<file path="config.mk">
export PLATFORM = sky130hd
export DESIGN_NAME = multiplexed_seven_segment_scanner_flat
export DESIGN_NICKNAME = d
export VERILOG_FILES = /design/src/hw/rtl/msss_pkg.sv /design/src/hw/rtl/msss_in_if.sv /design/src/hw/rtl/msss_out_if.sv /design/src/hw/rtl/msss_front.sv /design/src/hw/rtl/msss_queue.sv /design/src/hw/rtl/msss_back.sv /design/src/hw/rtl/multiplexed_seven_segment_scanner.sv /design/src/flat_wrapper.sv
export SDC_FILE = /design/constraint.sdc
export NUM_CORES = 1
export LEC_CHECK = 0
export BUFFER_PORTS_ARGS = -buffer_cell sky130_fd_sc_hd__buf_4
export CORE_MARGIN = 2
export CORE_UTILIZATION = 40
export DETAILED_ROUTE_END_ITERATION = 8
export GPL_TIMING_DRIVEN = 0
export PLACE_DENSITY = 0.66
export SYNTH_ARGS = -nofsm -noshare
export SYNTH_HDL_FRONTEND = slang
export SYNTH_SLANG_ARGS = --single-unit
export TNS_END_PERCENT = 30
</file>
<file path="constraint.sdc">
create_clock -name clk_i -period 10.4 [get_ports clk_i]
set_input_delay 1.04 -clock clk_i [delete_from_list [all_inputs] [get_ports clk_i]]
set_output_delay 1.04 -clock clk_i [all_outputs]
set_load 0.01 [all_outputs]
</file>
<file path="src/hw/rtl/msss_pkg.sv">
// ----------------------------------------------------------------------------
// msss_pkg
// Shared constants, types and the segment font for the display scanner.
// ----------------------------------------------------------------------------
`default_nettype none

package msss_pkg;

  localparam int unsigned DigitCount = 10;
  localparam int unsigned DigitIdxW  = (DigitCount > 1) ? $clog2(DigitCount) : 1;
  localparam int unsigned QueueDepth = 2;
  localparam int unsigned QueueAw    = $clog2(QueueDepth);

  localparam logic [3:0] WindowReset = 4'd3;
  localparam logic [7:0] DashPattern = 8'b01000000;
  localparam logic signed [15:0] NumberMax = 16'sd99;

  typedef enum logic [1:0] {
    FuncChar   = 2'd0,
    FuncNumber = 2'd1,
    FuncClear  = 2'd2,
    FuncTick   = 2'd3
  } func_e;

  // One scan tick as handed from front to back.
  typedef struct packed {
    logic       has_off;
    logic       has_on;
    logic [3:0] off_addr;
    logic [3:0] on_addr;
    logic [7:0] pattern;
  } job_t;

  typedef struct packed {
    logic full;
    logic empty;
  } q_status_t;

  localparam logic [9:0][7:0] NumFont = {
    8'h7B, 8'h7F, 8'h31, 8'h5F, 8'h5B, 8'h72, 8'h79, 8'h6D, 8'h30, 8'h3F
  };

  localparam logic [25:0][7:0] AlphaFont = {
    8'h00, 8'h72, 8'h00, 8'h00, 8'h00, 8'h00, 8'h31, 8'h5B, 8'h44, 8'h00,
    8'h73, 8'h3F, 8'h37, 8'h00, 8'h0E, 8'h00, 8'h00, 8'h00, 8'h76, 8'h5F,
    8'h00, 8'h4F, 8'h7C, 8'h00, 8'h00, 8'h77
  };

  function automatic logic [7:0] font_lookup(logic [7:0] c);
    logic [7:0] pat;
    logic [7:0] off;
    pat = 8'h00;
    off = 8'h00;
    if (c >= 8'h30 && c <= 8'h39) begin
      off = c - 8'h30;
      pat = NumFont[off[3:0]];
    end else if (c >= 8'h41 && c <= 8'h5A) begin
      off = c - 8'h41;
      pat = AlphaFont[off[4:0]];
    end else if (c >= 8'h61 && c <= 8'h7A) begin
      off = c - 8'h61;
      pat = AlphaFont[off[4:0]];
    end else if (c == 8'h2D) begin
      pat = DashPattern;
    end
    return pat;
  endfunction

endpackage

`default_nettype wire

</file>
<file path="src/hw/rtl/msss_in_if.sv">
// ----------------------------------------------------------------------------
// msss_in_if
// Command channel: valid/ready with the command fields.
// ----------------------------------------------------------------------------
`default_nettype none

interface msss_in_if;
  logic               valid;
  logic               ready;
  logic [1:0]         func;
  logic [3:0]         digit_index;
  logic [7:0]         char_code;
  logic signed [15:0] number_value;

  modport source (output valid, func, digit_index, char_code, number_value, input ready);
  modport sink   (input valid, func, digit_index, char_code, number_value, output ready);
endinterface

`default_nettype wire

</file>
<file path="src/hw/rtl/msss_out_if.sv">
// ----------------------------------------------------------------------------
// msss_out_if
// Digit command channel: valid/ready with address, segments and flags.
// ----------------------------------------------------------------------------
`default_nettype none

interface msss_out_if;
  logic       valid;
  logic       ready;
  logic [3:0] digit_address;
  logic [7:0] segment_pattern;
  logic       drive_on;
  logic       last_of_run;

  modport source (output valid, digit_address, segment_pattern, drive_on, last_of_run,
                  input ready);
  modport sink   (input valid, digit_address, segment_pattern, drive_on, last_of_run,
                  output ready);
endinterface

`default_nettype wire

</file>
<file path="src/hw/rtl/msss_front.sv">
// ----------------------------------------------------------------------------
// msss_front
// Takes commands, keeps the digit store, window and scan position, and
// turns each scan tick into a job for the back end.
// ----------------------------------------------------------------------------
`default_nettype none

module msss_front
  import msss_pkg::*;
(
  input  wire logic       clk_i,
  input  wire logic       rst_ni,
  msss_in_if.sink         in_i,
  input  wire logic       cfg_we_i,
  input  wire logic [3:0] cfg_wdata_i,
  input  wire q_status_t  q_status_i,
  output logic            push_o,
  output job_t            job_o
);

  logic [7:0] store_q [DigitCount];
  logic [7:0] store_d [DigitCount];
  logic [4:0] pos_q, pos_d;
  logic [3:0] window_q;

  logic       accept;
  func_e      func;
  logic [4:0] idx_lo, idx_hi;
  logic [7:0] pat_lo, pat_hi;
  logic       num_bad;
  logic [6:0] num7;
  logic [14:0] tens_prod;
  logic [3:0] tens, ones;
  logic [7:0] tens10;
  logic [5:0] run;
  logic [4:0] pos_inc;
  logic [4:0] off_pos;
  logic       has_off, has_on;

  assign in_i.ready = !q_status_i.full;
  assign accept     = in_i.valid && in_i.ready;
  assign func       = func_e'(in_i.func);

  // Two-digit split: tens = n*205 >> 11 holds for 0..99.
  assign num7      = in_i.number_value[6:0];
  assign tens_prod = {8'd0, num7} * 15'd205;
  assign tens      = tens_prod[14:11];
  assign tens10    = {4'd0, tens} * 8'd10;
  assign ones      = 4'(({1'b0, num7} - tens10));
  assign num_bad   = (in_i.number_value < 16'sd0) || (in_i.number_value > NumberMax);

  assign idx_lo = {1'b0, in_i.digit_index};
  assign idx_hi = idx_lo + 5'd1;

  // Tick classification
  assign run     = 6'(DigitCount) + {2'd0, window_q};
  assign off_pos = pos_q - {1'b0, window_q};
  assign has_off = (pos_q >= {1'b0, window_q}) && ({1'b0, off_pos} < 6'(DigitCount));
  assign has_on  = {1'b0, pos_q} < 6'(DigitCount);
  assign pos_inc = pos_q + 5'd1;

  always_comb begin
    pat_lo  = in_i.func[0] ? (num_bad ? DashPattern : NumFont[tens])
                           : font_lookup(in_i.char_code);
    pat_hi  = num_bad ? DashPattern : NumFont[ones];
    store_d = store_q;
    pos_d   = pos_q;
    push_o  = 1'b0;
    job_o.has_off  = has_off;
    job_o.has_on   = has_on;
    job_o.off_addr = off_pos[3:0];
    job_o.on_addr  = pos_q[3:0];
    job_o.pattern  = has_on ? store_q[pos_q[DigitIdxW-1:0]] : 8'h00;
    if (accept) begin
      unique case (func)
        FuncChar: begin
          if (idx_lo < 5'(DigitCount)) store_d[idx_lo[DigitIdxW-1:0]] = pat_lo;
        end
        FuncNumber: begin
          if (idx_lo < 5'(DigitCount)) store_d[idx_lo[DigitIdxW-1:0]] = pat_lo;
          if (idx_hi < 5'(DigitCount)) store_d[idx_hi[DigitIdxW-1:0]] = pat_hi;
        end
        FuncClear: begin
          for (int i = 0; i < DigitCount; i++) store_d[i] = 8'h00;
        end
        FuncTick: begin
          push_o = has_off || has_on;
          pos_d  = ({1'b0, pos_inc} >= run) ? 5'd0 : pos_inc;
        end
        default: ;
      endcase
    end
  end

  always_ff @(posedge clk_i or negedge rst_ni) begin
    if (!rst_ni) begin
      for (int i = 0; i < DigitCount; i++) store_q[i] <= NumFont[i % 10];
      pos_q    <= 5'd0;
      window_q <= WindowReset;
    end else begin
      store_q <= store_d;
      pos_q   <= pos_d;
      if (cfg_we_i) window_q <= cfg_wdata_i;
    end
  end

endmodule

`default_nettype wire

</file>
<file path="src/hw/rtl/msss_queue.sv">
// ----------------------------------------------------------------------------
// msss_queue
// Small job FIFO between front and back end.
// ----------------------------------------------------------------------------
`default_nettype none

module msss_queue
  import msss_pkg::*;
(
  input  wire logic  clk_i,
  input  wire logic  rst_ni,
  input  wire logic  push_i,
  input  wire job_t  job_i,
  input  wire logic  pop_i,
  output job_t       head_o,
  output q_status_t  status_o
);

  job_t                 mem_q [QueueDepth];
  logic [QueueAw-1:0]   wr_ptr_q, rd_ptr_q;
  logic [QueueAw:0]     count_q;
  logic                 do_push, do_pop;

  assign status_o.full  = (count_q == (QueueAw+1)'(QueueDepth));
  assign status_o.empty = (count_q == '0);
  assign do_push        = push_i && !status_o.full;
  assign do_pop         = pop_i && !status_o.empty;
  assign head_o         = mem_q[rd_ptr_q];

  always_ff @(posedge clk_i) begin
    if (do_push) mem_q[wr_ptr_q] <= job_i;
  end

  always_ff @(posedge clk_i or negedge rst_ni) begin
    if (!rst_ni) begin
      wr_ptr_q <= '0;
      rd_ptr_q <= '0;
      count_q  <= '0;
    end else begin
      if (do_push) wr_ptr_q <= wr_ptr_q + 1'b1;
      if (do_pop)  rd_ptr_q <= rd_ptr_q + 1'b1;
      case ({do_push, do_pop})
        2'b10:   count_q <= count_q + 1'b1;
        2'b01:   count_q <= count_q - 1'b1;
        default: ;
      endcase
    end
  end

endmodule

`default_nettype wire

</file>
<file path="src/hw/rtl/msss_back.sv">
// ----------------------------------------------------------------------------
// msss_back
// Expands each tick job into its off and on commands, one per cycle while
// out_o is ready and a job is queued, through an output register.
// ----------------------------------------------------------------------------
`default_nettype none

module msss_back
  import msss_pkg::*;
(
  input  wire logic      clk_i,
  input  wire logic      rst_ni,
  input  wire job_t      head_i,
  input  wire q_status_t q_status_i,
  output logic           pop_o,
  msss_out_if.source     out_o
);

  logic       valid_q;
  logic       off_sent_q, off_sent_d;
  logic [3:0] addr_q, addr_d;
  logic [7:0] pat_q, pat_d;
  logic       on_q, on_d;
  logic       last_q, last_d;
  logic       load;
  logic       send_off;

  assign load     = (!valid_q || out_o.ready) && !q_status_i.empty;
  assign send_off = head_i.has_off && !off_sent_q;

  always_comb begin
    off_sent_d = off_sent_q;
    pop_o      = 1'b0;
    if (send_off) begin
      addr_d = head_i.off_addr;
      pat_d  = 8'h00;
      on_d   = 1'b0;
      last_d = !head_i.has_on;
    end else begin
      addr_d = head_i.on_addr;
      pat_d  = head_i.pattern;
      on_d   = 1'b1;
      last_d = 1'b1;
    end
    if (load) begin
      if (send_off && head_i.has_on) begin
        off_sent_d = 1'b1;
      end else begin
        off_sent_d = 1'b0;
        pop_o      = 1'b1;
      end
    end
  end

  always_ff @(posedge clk_i or negedge rst_ni) begin
    if (!rst_ni) begin
      valid_q    <= 1'b0;
      off_sent_q <= 1'b0;
    end else begin
      off_sent_q <= off_sent_d;
      if (load) valid_q <= 1'b1;
      else if (out_o.ready) valid_q <= 1'b0;
    end
  end

  always_ff @(posedge clk_i) begin
    if (load) begin
      addr_q <= addr_d;
      pat_q  <= pat_d;
      on_q   <= on_d;
      last_q <= last_d;
    end
  end

  assign out_o.valid           = valid_q;
  assign out_o.digit_address   = addr_q;
  assign out_o.segment_pattern = pat_q;
  assign out_o.drive_on        = on_q;
  assign out_o.last_of_run     = last_q;

endmodule

`default_nettype wire

</file>
<file path="src/hw/rtl/multiplexed_seven_segment_scanner.sv">
// ----------------------------------------------------------------------------
// multiplexed_seven_segment_scanner
// Digit store and scan sequencer for a multiplexed seven-segment display.
// ----------------------------------------------------------------------------
//
// Channel   Dir  Handshake     Carries
// in_i      in   valid/ready   func, digit_index, char_code, number_value
// out_o     out  valid/ready   digit_address, segment_pattern, drive_on, last_of_run
// cfg       in   cfg_we_i      lit_window (cfg_wdata_i), no read-back
//
// Writes and clears are registered into the store when accepted; they produce no
// output transaction. A scan tick is classified in the front end (off/on
// commands, pattern snapshot) and queued; the back end issues one command
// per cycle while out_o is ready through its output register, so a tick
// needing both commands costs two output transactions and a single-command
// tick one. The 2-entry job queue sets how far the front runs ahead; input
// ready drops only while it is full. Reset is asynchronous, active low, and
// restores the store to 0..9, position 0 and a window of 3.
// ----------------------------------------------------------------------------
`default_nettype none

module multiplexed_seven_segment_scanner
  import msss_pkg::*;
(
  input  wire logic       clk_i,
  input  wire logic       rst_ni,
  msss_in_if.sink         in_i,
  msss_out_if.source      out_o,
  input  wire logic       cfg_we_i,
  input  wire logic [3:0] cfg_wdata_i
);

  // Front to queue
  logic      push;
  job_t      job;
  // Queue to back
  job_t      head;
  logic      pop;
  q_status_t q_status;

  // Store, window, position and tick classification
  msss_front u_front (
    .clk_i,
    .rst_ni,
    .in_i,
    .cfg_we_i,
    .cfg_wdata_i,
    .q_status_i (q_status),
    .push_o     (push),
    .job_o      (job)
  );

  // Decouples accepting ticks from draining commands
  msss_queue u_queue (
    .clk_i,
    .rst_ni,
    .push_i   (push),
    .job_i    (job),
    .pop_i    (pop),
    .head_o   (head),
    .status_o (q_status)
  );

  // Off command first (when present), then on command (when present); the final one is flagged last
  msss_back u_back (
    .clk_i,
    .rst_ni,
    .head_i     (head),
    .q_status_i (q_status),
    .pop_o      (pop),
    .out_o
  );

endmodule

`default_nettype wire
</file>
<file path="src/flat_wrapper.sv">
// flat-port wrapper written by rule: the top's interface ports become plain ports
module multiplexed_seven_segment_scanner_flat import msss_pkg::*;
  (clk_i, rst_ni, cfg_we_i, cfg_wdata_i, in_i_valid, in_i_func, in_i_digit_index, in_i_char_code, in_i_number_value, in_i_ready, out_o_valid, out_o_digit_address, out_o_segment_pattern, out_o_drive_on, out_o_last_of_run, out_o_ready);
  msss_in_if in_i_i ();
  msss_out_if out_o_i ();
  input  wire logic clk_i;
  input  wire logic rst_ni;
  input  wire logic cfg_we_i;
  input  wire logic [3:0] cfg_wdata_i;
  input wire logic [$bits(in_i_i.valid)-1:0] in_i_valid;
  input wire logic [$bits(in_i_i.func)-1:0] in_i_func;
  input wire logic [$bits(in_i_i.digit_index)-1:0] in_i_digit_index;
  input wire logic [$bits(in_i_i.char_code)-1:0] in_i_char_code;
  input wire logic [$bits(in_i_i.number_value)-1:0] in_i_number_value;
  output wire logic [$bits(in_i_i.ready)-1:0] in_i_ready;
  output wire logic [$bits(out_o_i.valid)-1:0] out_o_valid;
  output wire logic [$bits(out_o_i.digit_address)-1:0] out_o_digit_address;
  output wire logic [$bits(out_o_i.segment_pattern)-1:0] out_o_segment_pattern;
  output wire logic [$bits(out_o_i.drive_on)-1:0] out_o_drive_on;
  output wire logic [$bits(out_o_i.last_of_run)-1:0] out_o_last_of_run;
  input wire logic [$bits(out_o_i.ready)-1:0] out_o_ready;
  assign in_i_i.valid = in_i_valid;
  assign in_i_i.func = in_i_func;
  assign in_i_i.digit_index = in_i_digit_index;
  assign in_i_i.char_code = in_i_char_code;
  assign in_i_i.number_value = in_i_number_value;
  assign in_i_ready = in_i_i.ready;
  assign out_o_valid = out_o_i.valid;
  assign out_o_digit_address = out_o_i.digit_address;
  assign out_o_segment_pattern = out_o_i.segment_pattern;
  assign out_o_drive_on = out_o_i.drive_on;
  assign out_o_last_of_run = out_o_i.last_of_run;
  assign out_o_i.ready = out_o_ready;
  multiplexed_seven_segment_scanner u_core (.clk_i(clk_i), .rst_ni(rst_ni), .in_i(in_i_i), .out_o(out_o_i), .cfg_we_i(cfg_we_i), .cfg_wdata_i(cfg_wdata_i));
endmodule
</file>
**Word level (Yosys, flattened, before mapping)**

Memories as Yosys holds them, arrays and structs flattened.
Cells that the tools add are included.

- Register bits after elaboration: 109
- Bits in latches: 0
- Memory bits (writable): 36
- ROM bits: 896
- Input port bits: 39
- Output and inout bits: 16
- Logic and storage cells: 142
- Memories: 6

Memory list:

| name | words | width | rd ports | clocked after memory_dff | write ports | RTL line | RTL |
|---|---|---|---|---|---|---|---|
| (no name shown) | 32 | 8 | 1 | 0 | 0 | msss_pkg.sv:62 | `pat = AlphaFont[off[4:0]];` |
| (no name shown) | 32 | 8 | 1 | 0 | 0 | msss_pkg.sv:59 | `pat = AlphaFont[off[4:0]];` |
| (no name shown) | 16 | 8 | 1 | 0 | 0 | msss_front.sv:65 | `pat_hi = num_bad ? DashPattern : NumFont[ones];` |
| (no name shown) | 16 | 8 | 1 | 0 | 0 | msss_pkg.sv:56 | `pat = NumFont[off[3:0]];` |
| (no name shown) | 16 | 8 | 1 | 0 | 0 | msss_front.sv:63 | `pat_lo = in_i.func[0] ? (num_bad ? DashPattern : NumFont[tens])` |
| u_core.u_queue.mem_q | 2 | 18 | 1 | 0 | 1 | msss_queue.sv:19 | `job_t mem_q [QueueDepth];` |

- Add/subtract/negate cells: 12
- Multiply operators: 2
- Div/mod/pow operators: 0
- Magnitude comparators: 24
- Equality and inequality tests: 7
- Shift-type cells: 0
- Muxes and demuxes: 40
- Bitwise operators: 3
- Reductions and logical operators: 27

Operators by type and width:

| cell | number |
|---|---|
| $mux W80 | 4 |
| $pmux W80 S3 | 1 |
| $bwmux W80 | 2 |
| $mux W8 | 16 |
| $demux W8 S4 | 2 |
| $bmux W8 S4 | 1 |
| $ge A8 B7 Y1 const B | 2 |
| $gt A16 B8 Y1 const B | 1 |
| $le A8 B7 Y1 const B | 2 |
| $lt A16 B1 Y1 const B | 1 |
| $ge A5 B5 Y1 const B | 3 |
| $lt A4 B5 Y1 const B | 3 |
| $lt A5 B4 Y1 const B | 3 |
| $mul A7 B8 Y15 const B | 1 |
| $not A4 Y5 | 3 |
| $logic_and A1 B1 Y1 | 12 |
| $lt A5 B6 Y1 const B | 2 |
| $lt A5 B1 Y1 const B | 2 |
| $mux W1 | 10 |
| $sub A5 B1 Y5 const B | 2 |
| $eq A2 B2 Y1 const B | 4 |
| $eq A8 B6 Y1 const B | 1 |
| $ge A8 B6 Y1 const B | 1 |
| $le A8 B6 Y1 const B | 1 |
| other kinds (24) | 35 |

**Longest topological paths before layout**

Gate-level depths: netlist of run 1.

- Word-level depth: 14
- Depth in mapped cells: 22
- Gate-level depth less buffers: 21

**Hierarchy**

A second synthesis of run 1 with hierarchy kept.

- Cell total of the unflattened synthesis: 921
- Area, all modules: 9810.7 um^2

By module, submodules not included:

| module | instances | cells an instance | area each (um^2) | seq. area each (um^2) |
|---|---|---|---|---|
| msss_front | 1 | 809 | 7636.1 | 2290.9 |
| msss_queue | 1 | 74 | 1545.2 | 1181.1 |
| msss_back | 1 | 38 | 629.4 | 470.5 |

**Worst setup path before layout of run 1**

Ideal clock, no wire load.

- Path kind: input -> register
- From: input in_i_number_value[4]
- To: register u_core.u_front.store_q[29] (netlist name)
- Library setup time: 0.126 ns
- Arrival: 5.299 ns
- Required time: 10.274 ns
- Setup slack: 4.975 ns
- Cell stages on the path: 20
- Buffers on the path: 2
- Path through: inv_1 -> ha_1 -> inv_1 -> fa_1 -> ha_1 -> inv_1 -> fa_1 -> inv_1 -> ha_1 -> a21oi_1 -> o211ai_1 -> o21ai_2 -> xor2_1 -> xnor2_1 -> ha_1 -> clkbuf_1 -> nor2b_1 -> buf_1 -> a21oi_1 -> a221o_1

- Longest elaborated chain between the ends: 12
- Elaborated cells on any way between the ends: 20
- Classes of those cells: add/sub (1); mul (2); order compare (2); mux (12); reduce/logical (1); memory (2)

RTL lines:

| what | RTL line | RTL |
|---|---|---|
| start: declaration | flat_wrapper.sv:14 | `input wire logic [$bits(in_i_i.number_value)-1:0] in_i_number_value;` |
| parallel branches: the longest is 11 deep, another holds $mul A7 B8 Y15 | -- |  |
| $pmux W80 S3 (*) | msss_front.sv:75 | `unique case (func)` |
| end signal: assignment | msss_front.sv:101 | `store_q <= store_d;` |
| end: declaration | msss_front.sv:21 | `logic [7:0] store_q [DigitCount];` |

Mark *: on every way between the ends. The select of a mux whose other input is x is not followed.
A chain may end at the register's enable or synchronous reset.

**Worst setup path after layout of run 1**

Same ends and word-level chain as after synthesis.

==> results.py, run 1 <==
metrics = {
    "setup_path": {
        "criticalPathCategory": "in2reg",
        "r2r_end": "u_core.u_queue.mem_q[1][7]$_DFFE_PP_",
        "r2r_start": "u_core.u_front.pos_q[0]$_DFFE_PN0P_",
        "cp_cell_sequence": "buf_4 > inv_1 > ha_1 > inv_1 > fa_1 > ha_1 > inv_1 > fa_1 > inv_1 > ha_1 > a21oi_1 > o211ai_1 > o21ai_2 > xor2_1 > xnor2_1 > ha_1 > clkbuf_1 > nor2b_1 > buf_1 > a21oi_1 > a221o_1",
        "path_buf_inv": 7,
        "cp_max_fo": 10,
        "end_kind": "register",
        "critPathLaunchType": "input port",
        "ff2ff_path_depth": 13,
        "slowest_delay_ns": 0.51,
        "slowest_stage": "fa_1",
        "required_ns": 10.70,
        "cp.arrival_ns": 6.23,
        "regToRegSetupSlack_ns": 4.91,
        "critPathTopFamily": "adder cells",
    },
    "grt": {
        "grt_pass1_wl_mm": 38.05,
        "overflow": 0,
        "track_usage_pct": 19.70,
        "grt_pass1_vias": 6990,
        "antenna_found_initial": 0,
        "grt_start_max_net_pins": 96,
    },
    "route": {
        "first_iter_violations": 627,
        "vias": 7232,
        "maxUsedRoutingLayer": "met4",
        "drc_errors": 0,
        "dr.pass1.iters": 5,
        "drtAntennaViolNets": 0,
        "routed_wirelength_mm": 23.35,
        "met3_length_mm": 1.386,
        "wl_met2_mm": 10.64,
        "wl_per_cell_um": 18.27,
        "wirelength_met1_mm": 10.91,
        "vias_per_cell": 5.659,
    },
    "placed_design": {
        "io_buffers": 51,
        "hpwlAfterDp_mm": 16.70,
        "globalplace.congestion": 0.9148,
        "placed_cells": 1246,
    },
    "clock_network": {
        "cts.sinks": 145,
        "cts_made_buffers": 17,
        "root_buffer": "clkbuf_16",
        "cts_tree": "yes",
        "clk-insertion-delay-late_ns": 0.43,
        "h-tree-depth": 4,
        "cts_resized": 0,
        "clkSlewWorstSetupHoldPaths_ns": 0.06,
        "clockBufferDepth": 2,
        "cts_setup_buffers": 0,
        "holdBufCountCts": 0,
    },
    "run_status": {
        "status": "finished, final reports clean",
    },
    "die": {
        "ios": 55,
        "dieArea_um2": 24740,
        "dieHeight_um": 157.3,
        "initial_core_util_pct": 40.40,
        "coreArea_um2": 23260,
        "std_cell_rows": 56,
        "die-width_um": 157.3,
    },
    "synth": {
        "syn_nets": 1002,
        "yosysWarnings": 0,
        "yosysUniqueCellTypes": 82,
        "synth_cells": 876,
        "synth_edf_count": 50,
        "netlist_area_um2": 9399,
        "ys_seq_area_share_pct": 41.95,
        "synth_seq_cells": 145,
        "ys.flop_type": "dfstp_2",
        "syn_avg_cell_area_um2": 10.73,
        "async_flop_share_pct": 65.52,
    },
    "finish": {
        "final_nets": 1072,
        "area_growth_pct": 15.15,
        "multi_input_area_um2": 5096,
        "antenna_cells": 0,
        "regArea_um2": 3943,
        "final_core_util_pct": 46.53,
        "fill_cells": 2159,
        "drive_gt1_share_pct": 19.60,
        "final_cells": 1278,
    },
    "flow_run": {
        "cap_violations": 0,
    },
    "timing": {
        "rsz0062_at_grt": "false",
        "skew_ns": 0.005163,
        "period_minus_slack_ns": 5.927,
        "slew_violations": 0,
        "tightestPinTransition_ns": 1.215,
        "slew-limit-headroom_pct": 18.97,
        "period_share_pct": 56.99,
        "finalHoldViolations": 0,
        "fmaxAchievable_mhz": 168.7,
        "setup_viol": 0,
        "setup-tns-final_ns": 0,
    },
    "min_path": {
        "worstHoldStart": "u_core.u_front.store_q[18]$_DFFE_PN0P_",
        "worstHoldPathType": "reg2reg",
        "hold_path_depth": 2,
        "whs_endpoint": "u_core.u_front.store_q[18]$_DFFE_PN0P_",
    },
    "power_and_ir_drop": {
        "pwr_density_cell_nw_per_um2": 222.1,
        "p_leak_uw": 0.004457,
        "max-vdd-ir-drop_mv": 0.1809,
    },
}
## metal layers
layer / track usage [%] / vias up
met5: 0 / -
met1: 28.17 / 3546
met2: 30.59 / 251
met4: 5.671 / 0
li1: - / 3410
met3: 3.634 / 25
## tightest hold or removal path, stage by stage, from the launching register on
cell	delay, ns
dfrtp_1	0.34
nand2_1	0.05
o221ai_1	0.06
## registers in the layout (all words and copies together), names as in the netlist
| register | flops |
|---|---|
| u_core.u_front.window_q | 4 |
| u_core.u_queue.wr_ptr_q | 1 |
| u_core.u_queue.mem_q | 36 |
| u_core.u_back.out_o.last_of_run | 1 |
| u_core.u_back.out_o.valid | 1 |
| u_core.u_queue.rd_ptr_q | 1 |
| u_core.u_front.store_q | 80 |
| u_core.u_front.pos_q | 5 |
| u_core.u_queue.count_q | 2 |
| u_core.u_back.out_o.digit_address | 4 |
| u_core.u_back.out_o.segment_pattern | 8 |
| u_core.u_back.off_sent_q | 1 |
| u_core.u_back.out_o.drive_on | 1 |
## layout by cell type (no fill, tap or decap), drive strengths merged, types with 10 or more instances in the layout
master	n
dfstp	51
nand2	111
a221o	10
nor2	42
mux2i	28
xnor2	11
ha	78
and2	27
dfrtp	44
clkbuf	49
mux4	20
o221ai	56
inv	64
nand3	20
o21ai	36
buf	58
a21oi	45
o211ai	11
edfxtp	50
o22ai	11
## power breakdown
part / leakage (uW) / internal (uW) / switching (uW)
clock network: 0.000303 / 406 / 253
logic: 0.00257 / 369 / 648
registers: 0.00158 / 689 / 38.4
total: 0.00446 / 1460 / 940
## Yosys cell counts, drive strengths merged (20+ instances only)
cell type / n / share of area, %
nand2: 111 / 4.5
ha: 78 / 10
inv: 60 / 2.4
o221ai: 56 / 5.2
dfstp: 51 / 14
edfxtp: 50 / 16
a21oi: 45 / 2.5
dfrtp: 44 / 12
nor2: 42 / 1.7
o21ai: 36 / 2.0
clkbuf: 31 / 1.2
mux2i: 28 / 3.0
and2: 27 / 1.8
mux4: 20 / 4.8
nand3: 20 / 1.1
## worst max-delay path by stage
stage               cells after the start                 start  slack (ns)                                endpoint
floorplan                              20  in_i_number_value[4]        4.98  u_core.u_front.store_q[29]$_DFFE_PN0P_
global placement                       21  in_i_number_value[4]        4.13  u_core.u_front.store_q[37]$_DFFE_PN0P_
detailed placement                     21  in_i_number_value[4]        4.02  u_core.u_front.store_q[29]$_DFFE_PN0P_
CTS                                    21  in_i_number_value[4]        4.46  u_core.u_front.store_q[29]$_DFFE_PN0P_
global route                           21  in_i_number_value[4]        4.15  u_core.u_front.store_q[29]$_DFFE_PN0P_
finish                                 21  in_i_number_value[4]        4.47  u_core.u_front.store_q[29]$_DFFE_PN0P_
## metrics by stage
step / power [uW] / setup WS, ns / instance area (um2) / hold WS, ns
6_report: 2403 / 4.473 / 10820 / 0.4823
5_1_grt: 2541 / 4.153 / 10820 / 0.4988
4_1_cts: 2413 / 4.455 / 10820 / 0.4863
3_5_place_dp: 1752 / 4.018 / 10190 / 0.4702
3_3_place_gp: 1739 / 4.127 / 10180 / 0.4649
2_1_floorplan: 1445 / 4.975 / 9399 / 0.4477
## area by class of cell
cell class                 instances  share of cell area (%)
multi-input combinational        633                   47.09
sequential                       145                   36.43
clock buffer                      18                   3.965
tap                              319                   3.688
timing repair buffer              51                   3.538
inverter                          60                   2.081
clock inverter                    14                   1.884
buffer                            38                   1.329
## cell families (layout without fill, tap and decap cells)
family | count (synthesis) | after routing | synth area share [%]
adders and majority gates | 87 | 87 | 12.30
buffers and inverters | 98 | 181 | 3.927
AOI/OAI and AO/OA | 218 | 218 | 17.81
xor gates and xnor gates | 22 | 22 | 2.596
muxes | 51 | 51 | 8.174
DFF | 145 | 145 | 41.95
and+or+nand+nor | 255 | 255 | 13.25
Note: power is estimated with default switching activity, not from simulation.
==> run 2, diff against run 1 <==
Settings changed: PLACE_DENSITY 0.66 to 0.68.
Clock period 10.4 ns to 4.9 ns, I/O delays scaled along.
==> results.py, run 2 (synthesis gave the netlist of run 1 again) <==
metrics = {
    "run_status": {
        "status": "finished, final reports clean",
    },
    "clock_network": {
        "clkSlewWorstSetupHoldPaths_ns": 0.06,
        "clk-insertion-delay-late_ns": 0.42,
        "clockBufferDepth": 2,
        "cts_tree": "yes",
        "root_buffer": "clkbuf_16",
        "cts.sinks": 145,
        "cts_made_buffers": 17,
        "h-tree-depth": 4,
    },
    "finish": {
        "final_nets": 1093,
        "drive_gt1_share_pct": 23.88,
        "final_core_util_pct": 48.02,
        "largest_reg_flops": 80,
        "final_cells": 1299,
        "area_growth_pct": 18.85,
        "fill_cells": 2150,
        "layout_commonest_cell": "nand2_1",
        "antenna_cells": 0,
        "top_register": "u_core.u_front.store_q",
        "layout_common_cells": "nand2_1, ha_1, buf_4, inv_1, o221ai_1",
    },
    "setup_path": {
        "criticalPathCategory": "in2reg",
        "cp.arrival_ns": 5.08,
        "cp_cell_sequence": "buf_4 > ha_4 > inv_2 > fa_1 > ha_1 > inv_1 > fa_1 > inv_1 > ha_4 > a21oi_2 > o211ai_1 > o21ai_2 > xor2_4 > xnor2_1 > ha_2 > a21oi_2 > xor3_4 > buf_6 > a211oi_4 > buf_4 > buf_12 > o221ai_2",
        "r2r_end": "u_core.u_queue.mem_q[0][16]$_DFFE_PP_",
        "cp_max_fo": 5,
        "r2r_start": "u_core.u_front.pos_q[0]$_DFFE_PN0P_",
        "ff2ff_path_depth": 12,
        "slowest_delay_ns": 0.54,
        "critPathLaunchType": "input port",
        "regToRegSetupSlack_ns": 0.39,
        "required_ns": 5.15,
        "end_kind": "register",
        "slowest_stage": "xor3_4",
    },
    "placed_design": {
        "globalplace.congestion": 0.8774,
        "io_buffers": 51,
        "hpwlAfterDp_mm": 16.74,
        "placed_cells": 1246,
    },
    "route": {
        "drc_errors": 0,
        "wl_per_cell_um": 18.27,
        "routed_wirelength_mm": 23.73,
        "first_iter_violations": 630,
        "vias_per_cell": 5.617,
        "dr.pass1.iters": 5,
        "drtAntennaViolNets": 0,
        "vias": 7297,
    },
    "grt": {
        "overflow": 0,
        "grt_pass1_vias": 7101,
        "grt_start_max_net_pins": 96,
        "grt_pass1_wl_mm": 37.85,
        "track_usage_pct": 19.44,
        "antenna_found_initial": 0,
    },
    "min_path": {
        "worstHoldStart": "out_o_ready",
        "whs_endpoint": "u_core.u_back.out_o.valid$_DFFE_PN0P_",
        "hold_path_depth": 2,
        "worstHoldPathType": "in2reg",
    },
    "die": {
        "initial_core_util_pct": 40.40,
        "die-width_um": 157.3,
        "std_cell_rows": 56,
        "dieArea_um2": 24740,
        "ios": 55,
        "dieHeight_um": 157.3,
        "coreArea_um2": 23260,
    },
    "timing": {
        "skew_ns": 0.008691,
        "period_share_pct": 98.59,
        "fmaxAchievable_mhz": 207.0,
        "slew_violations": 0,
        "period_minus_slack_ns": 4.831,
        "holdWs_ns": 0.2563,
        "setup-tns-final_ns": 0,
        "slew-limit-headroom_pct": 17.67,
        "setup_viol": 0,
        "finalHoldViolations": 0,
        "tightestPinTransition_ns": 1.235,
    },
    "flow_run": {
        "cap_violations": 0,
    },
    "power_and_ir_drop": {
        "max-vdd-ir-drop_mv": 0.3071,
        "p_leak_uw": 0.004560,
        "pwr_density_cell_nw_per_um2": 493.0,
    },
}
==> run 2: worst max-delay path by stage <==
stage | from | endpoint
final | in_i_number_value[5] | u_core.u_front.store_q[43]$_DFFE_PN0P_
after CTS | in_i_number_value[4] | u_core.u_front.store_q[60]$_DFFE_PN0P_
after global routing | in_i_number_value[5] | u_core.u_front.store_q[43]$_DFFE_PN0P_
after floorplan | in_i_number_value[4] | u_core.u_front.store_q[29]$_DFFE_PN0P_
after detailed placement | in_i_number_value[4] | u_core.u_front.store_q[29]$_DFFE_PN0P_
after global placement | u_core.u_front.pos_q[0]$_DFFE_PN0P_ | u_core.u_queue.mem_q[0][3]$_DFFE_PP_
==> run 2: layer usage <==
metal	vias up	track usage, %	share of wire (%)
li1	3454	-	-
met1	3581	26.56	45
met2	233	31.94	48
met3	29	4.185	5.2
met4	0	4.026	1.4
met5	-	0	0
==> run 2: area by class of cell <==
| type | instances | area, um2 | share of cell area [%] |
|---|---|---|---|
| Timing Repair Buffer | 73 | 628.1 | 5.623 |
| Inverter | 60 | 225.2 | 2.016 |
| Tap cell | 319 | 399.1 | 3.573 |
| Buffer | 37 | 145.1 | 1.299 |
| Clock inverter | 12 | 83.83 | 0.7504 |
| Clock buffer | 20 | 456.7 | 4.088 |
| Multi-Input combinational cell | 633 | 5290 | 47.36 |
| Sequential cell | 145 | 3943 | 35.29 |
==> run 2: what timing repair did <==
item	in CTS	in global routing
hold buffers	0	0
pin swaps	2	15
buffers inserted	1	19
endpoints found under the setup margin	107	69
gates cloned	0	2
gates resized for setup	9	28
==> run 2: metrics by stage <==
stage	setup WS (ns)	power, uW	cell area [um2]
floorplan	0.02546	3067	9399
global placement	-0.9757	3660	10180
detailed placement	-0.8473	3696	10190
CTS	-0.01394	4960	10790
global route	-0.07520	5817	11170
finish	0.06890	5507	11170
==> run 2: power by group <==
group / internal (uW) / switching, uW / leakage, uW
Clock: 673 / 518 / 0.000255
Combinational: 1250 / 1520 / 0.00272
Sequential: 1460 / 81.5 / 0.00158
Total: 3380 / 2120 / 0.00456
==> run 2: critical path: cells and delay by family <==
family          cells  cell delay [ns]
xor+xnor            3             0.90
compound gates      6             1.02
buf+inv             7             0.71
fa+ha+maj           6             1.94
